<file path="src/design/sdv_sqrt.sv">
// ----------------------------------------------------------------------------
// sdv_sqrt: pipelined integer square root
// One root bit per stage, floor result, side data carried alongside.
// ----------------------------------------------------------------------------
`default_nettype none

module sdv_sqrt #(
    parameter int WR = 32,
    parameter int WS = 1
) (
    input  logic            i_clk,
    input  logic            i_rst_n,
    input  logic            i_en,
    input  logic            i_v,
    input  logic [2*WR-1:0] i_rad,
    input  logic [WS-1:0]   i_side,
    output logic            o_v,
    output logic [WR-1:0]   o_root,
    output logic [WS-1:0]   o_side
);

    logic            w_v    [0:WR];
    logic [2*WR-1:0] w_rad  [0:WR];
    logic [WR+1:0]   w_rem  [0:WR];
    logic [WR-1:0]   w_root [0:WR];
    logic [WS-1:0]   w_side [0:WR];

    assign w_v[0]    = i_v;
    assign w_rad[0]  = i_rad;
    assign w_rem[0]  = '0;
    assign w_root[0] = '0;
    assign w_side[0] = i_side;

    for (genvar k = 0; k < WR; k++) begin : g_stage
        logic [WR+1:0]   w_cur;
        logic [WR+1:0]   w_trial;
        logic            w_ge;
        logic            r_v;
        logic [2*WR-1:0] r_rad;
        logic [WR+1:0]   r_rem;
        logic [WR-1:0]   r_root;
        logic [WS-1:0]   r_side;

        // partial remainder stays below 2^WR before the shift
        assign w_cur   = {w_rem[k][WR-1:0], w_rad[k][2*WR-1 -: 2]};
        assign w_trial = {w_root[k], 2'b01};
        assign w_ge    = (w_cur >= w_trial);

        always_ff @(posedge i_clk) begin
            if (!i_rst_n) begin
                r_v <= 1'b0;
            end else if (i_en) begin
                r_v <= w_v[k];
            end
        end

        always_ff @(posedge i_clk) begin
            if (i_en) begin
                r_rad  <= {w_rad[k][2*WR-3:0], 2'b00};
                r_rem  <= w_ge ? (w_cur - w_trial) : w_cur;
                r_root <= {w_root[k][WR-2:0], w_ge};
                r_side <= w_side[k];
            end
        end

        assign w_v[k+1]    = r_v;
        assign w_rad[k+1]  = r_rad;
        assign w_rem[k+1]  = r_rem;
        assign w_root[k+1] = r_root;
        assign w_side[k+1] = r_side;
    end

    assign o_v    = w_v[WR];
    assign o_root = w_root[WR];
    assign o_side = w_side[WR];

endmodule

`default_nettype wire

</file>
<file path="config.mk">
export PLATFORM = sky130hd
export DESIGN_NAME = sdv_sqrt
export DESIGN_NICKNAME = d
export VERILOG_FILES = /design/src/design/sdv_sqrt.sv
export SDC_FILE = /design/constraint.sdc
export NUM_CORES = 2
export LEC_CHECK = 0
export BUFFER_PORTS_ARGS = -buffer_cell sky130_fd_sc_hd__buf_4
export CORE_MARGIN = 1.5
export CORE_UTILIZATION = 55
export DETAILED_ROUTE_END_ITERATION = 6
export PLACE_DENSITY_LB_ADDON = 0.1
export SETUP_SLACK_MARGIN = 0.3
export SLEW_MARGIN = 20
export SYNTH_ARGS = -nofsm -noshare
export SYNTH_HDL_FRONTEND = slang
export SYNTH_SLANG_ARGS = --single-unit
export TNS_END_PERCENT = 10
</file>
<file path="constraint.sdc">
create_clock -name i_clk -period 5.11 [get_ports i_clk]
set_input_delay 0.7665 -clock i_clk [delete_from_list [all_inputs] [get_ports i_clk]]
set_output_delay 0.7665 -clock i_clk [all_outputs]
set_load 0.1 [all_outputs]
</file>
# --- Word-level counts from Yosys, hierarchy flattened ---
# Index checks and enable logic that the tools add are counted.
word_totals:
  elab_cells: 253
  reg_bits: 2547
op_classes:
  addsub: 31
  muxes: 31
  order_cmp: 32
op_table:
  columns: ["op", "count"]
  rows:
  - ["$mux W32", 30]
  - ["$ge A34 B10 Y1", 1]
  - ["$ge A34 B11 Y1", 1]
  - ["$ge A34 B12 Y1", 1]
  - ["$ge A34 B13 Y1", 1]
  - ["$ge A34 B14 Y1", 1]
  - ["$ge A34 B15 Y1", 1]
  - ["$ge A34 B16 Y1", 1]
  - ["$ge A34 B17 Y1", 1]
  - ["$ge A34 B18 Y1", 1]
  - ["$ge A34 B19 Y1", 1]
  - ["$ge A34 B20 Y1", 1]
  - ["$ge A34 B21 Y1", 1]
  - ["$ge A34 B22 Y1", 1]
  - ["$ge A34 B23 Y1", 1]
  - ["$ge A34 B24 Y1", 1]
  - ["$ge A34 B25 Y1", 1]
  - ["$ge A34 B26 Y1", 1]
  - ["$ge A34 B27 Y1", 1]
  - ["$ge A34 B28 Y1", 1]
  - ["$ge A34 B29 Y1", 1]
  - ["$ge A34 B3 Y1", 1]
  - ["$ge A34 B30 Y1", 1]
  - ["$ge A34 B31 Y1", 1]
  - ["41 further kinds", 41]

# --- Depth between registers and ports, before layout ---
depth:
  depth_word: 2
  ltp_mapped: 16

# --- Worst setup path before layout ---
# Ideal clock, no wire load.
synth_path:
  kind: "flip-flop to flip-flop"
  start: "register g_stage[12].r_rem[12]"
  end: "register g_stage[13].r_rem[29], data pin"
  path_slack_ns: 1.290
  required_ns: 4.839
  stages_incl_launch_ff: 13
  path_buffers: 1
  setup_time_ns: 0.271
  synth_period_minus_slack_ns: 3.820
  arrival_time_ns: 3.548
  cell_sequence: "edfxtp_1 -> ha_1 -> or4_4 -> nand3b_4 -> or4_1 -> or3_4 -> or4_1 -> or3_1 -> a31oi_4 -> or3_1 -> buf_6 -> nor4_1 -> xor2_1"
synth_via:
  elab_chain_cells: 2
synth_rtl:
  columns: ["element", "line_no", "text"]
  rows:
  - ["start, declared", "40", "logic [WR+1:0] r_rem;"]
  - ["start signal, assigned", "60", "r_rem <= w_ge ? (w_cur - w_trial) : w_cur;"]
  - ["$sub A32 B15 Y32 / $ge A34 B15 Y1 (equally long branches)", "60, 47", null]
  - ["$mux W32 (*)", "60", null]
  - ["end signal, assigned", "60", null]
  - ["end, declared", "40", null]
# Mark *: on every way between the ends. The rest lies on a longest branch, timed or not.
# A chain may end at the register's enable or synchronous reset.

# --- Worst setup path in the final report ---
layout_path:
  start: "register g_stage[12].r_rem[12]"
  end: "register g_stage[13].r_rem[26], data pin"
# The elaborated chain is that of the path after synthesis.

==> flow_metrics.tcl <==
set metrics [dict create \
    die_h_um 462 \
    cts_tree "done" \
    final_hold_viol_count 0 \
    areaGrowthSynthToFinish_pct 11.9 \
    yosysTopAreaCellShare 0.647 \
    final-setup-viol-count 0 \
    fmax_ghz 0.231 \
    finClkSkew_ns 0.0440 \
    rows 168 \
    antenna_found_initial 2 \
    critical_path_arrival_ns 4.93 \
    die_w_um 462 \
    num_io_pins 103 \
    vias_per_cell 5.59 \
    gp_congestion 0.899 \
    design.die.area_sq_um 214000 \
    leakage_uw 0.0499 \
    cts_buffers 282 \
    avgSynthCellArea_sq_um 13.1 \
    syn-cell-area_sq_um 116000 \
    drtPass1Iterations 6 \
    finalPower_uw 59400 \
    maxCapViolCount 0 \
    cp_max_fo 25 \
    worst-setup-path-type "reg -> reg" \
    drt-total-wl_mm 227 \
    synth_async_sr_flop_share 0 \
    status "complete, no violations" \
    postRouteAntennaNets 0 \
    fin_nets 9877 \
    synthTopCellsByArea "edfxtp_1 (65%), ha_1 (6.1%), xor2_1 (3.0%)" \
    portBuffers 102 \
    grt_usage 0.212 \
    coreArea_sq_um 210000 \
    ys.flop_type "edfxtp_1" \
    synth_top_area_cell "edfxtp_1" \
    wl_per_cell_um 18.6 \
    hold_buffers 59 \
    drt_iter0_drc 5171 \
    dp_hpwl_mm 161 \
    start_util 0.553 \
    rsz0062_at_grt "no" \
    grt-ovfl-total 0 \
    num_vias 68500 \
    clock_path_buffers 4 \
    cts_sinks 2530 \
    endpoint_kind "register" \
    cp.required_ns 5.71 \
    grt_max_degree 165 \
    tightest_slew_ns 0.975 \
    insertion_delay_ns 0.90 \
    htreeDepth 5 \
    syn_inst 8872 \
    max-vdd-ir-drop_mv 0.374 \
    cts.clk_slew.worst_paths_ns 0.06 \
    yosys_warnings 0 \
    slowest_stage "or4_1" \
    cts_resized 0 \
    max_slew_margin 0.350 \
    cts-root-buf "clkbuf_16" \
    cellPowerDensity_nw_per_um2 458 \
    drv_slew 0 \
    synth_common_cells "edfxtp_1 (2,498), inv_1 (728), nand2_1 (599)" \
    ys_types 88 \
    yosys_register_bits 2530 \
    hp-class "in -> reg" \
    min_period_ns 4.33 \
    setup_tns_ns 0 \
    crit_path_frequent_cell "or4_1" \
    yosysMostFrequentCell "edfxtp_1" \
    seq_area_frac_synth 0.652 \
    timing.final.crit_share 0.848 \
    post_cts_buffers 0 \
    cpPeakStageDelay_ns 0.47 \
    start_kind "register" \
    crit_path_cell_trace "ha_1 > or4_4 > nand3b_4 > or4_1 > or3_4 > or4_1 > or3_1 > a31oi_4 > inv_4 > o311ai_2 > nor3_1 > xor2_1" \
    synth_edf_count 2498 \
    drc 0 \
    grt_pass1_wl_mm 359 \
    synth_fp_nets 9502 \
    grt_pass1_vias 66400 \
    layout-drive-gt1-share 0.0740 \
]
-- flip-flops by register name, indices dropped and copies added, names as in the netlist --
register	count
g_stage.r_root	496
o_side	1
g_stage.r_v	31
o_v	1
g_stage.r_rad	992
g_stage.r_rem	946
g_stage.r_side	31
o_root	32
-- final timing paths --
check | depth (start not counted) | slack, ns | start | to
max | 12 | 0.78 | g_stage[12].r_rem[12] | g_stage[13].r_rem[26]
min | 1 | 0.07 | i_rad[2] | g_stage[0].r_rad[4]
max reg2reg | 12 | 0.78 | g_stage[12].r_rem[12] | g_stage[13].r_rem[26]
min reg2reg | 0 | 0.39 | g_stage[13].r_rad[35] | g_stage[14].r_rad[37]
-- metrics by stage --
stage | instances | utilization | setup slack (ns) | area [sq um] | hold WS [ns]
after global placement | 11700 | 0.576 | 0.852 | 121000 | 0.400
after floorplan | 8872 | - | 1.29 | 116000 | 0.400
after detailed placement | 11700 | 0.576 | 0.835 | 121000 | 0.405
after CTS | 12200 | 0.619 | 0.776 | 130000 | 0.00302
after global routing | 12200 | 0.619 | 0.573 | 130000 | 0.0192
final | 12200 | 0.619 | 0.778 | 130000 | 0.0732
-- power breakdown --
part | internal [uW] | switching (uW) | leakage (uW)
combinational | 5240 | 7160 | 0.0215
sequential | 26300 | 1790 | 0.0243
clock | 11200 | 7760 | 0.00412
-- metal layers --
layer / wire [um] / global-route usage / up-vias
li1: - / - / 33600
met3: 7840 / 0.0270 / 424
met5: 0 / 0 / -
met2: 114000 / 0.369 / 1288
met1: 99000 / 0.278 / 33200
met4: 6630 / 0.0665 / 0
-- area by class of cell --
class                           instances  area (sq um)
Inverter                              735          2760
Antenna cell                            2          5.00
Timing Repair Buffer                  248          2260
Clock buffer                          352          7400
Sequential cell                      2530         75700
Fill cell                           16200         79800
Multi-Input combinational cell       5450         37100
Clock inverter                        121          1140
Tap cell                             2805          3510
-- kinds of logic (layout without fill, tap and decap cells) --
logic type               after synthesis  after routing  share of synthesized area
multiplexers                         122            122                     0.0114
buffers and inverters                892           1456                     0.0290
other                                  1              3                  0.0000323
XOR/XNOR                             779            779                     0.0588
AND/OR/NAND/NOR                     2201           2201                     0.0929
flip-flops                          2530           2530                      0.652
AO/OA/AOI/OAI                       1786           1786                     0.0950
adder cells (fa/ha/maj)              561            561                     0.0605
-- critical path: cells and delay by family, from the launching register on --
family                     cells  cell delay, ns
adders and majority gates      1            0.26
xor gates and xnor gates       1            0.17
buffers and inverters          1            0.17
AOI/OAI and AO/OA              2            0.52
and+or+nand+nor                7            2.52
DFF                            1            0.39
-- placed cells by master, fill, tap and decap left out, types with 43 or more instances in the layout --
cell type / n
nand2b_1: 93
clkinv_1: 43
inv_1: 728
o21bai_1: 54
or4_1: 55
nand2_1: 599
a211oi_1: 54
edfxtp_1: 2498
o21a_1: 101
buf_4: 168
nor2b_1: 112
xnor2_1: 386
and3_1: 48
o21ai_0: 500
a21o_1: 230
or3_1: 98
ha_1: 561
xor2_1: 393
dlygate4sd3_1: 59
clkbuf_16: 285
nor4_1: 94
clkbuf_1: 65
a21oi_1: 534
nand3_1: 144
mux2_2: 78
nand4_1: 101
o31ai_1: 51
mux2i_1: 44
nor3_1: 206
nor2_1: 515
Note: power is estimated with default switching activity, not from simulation.
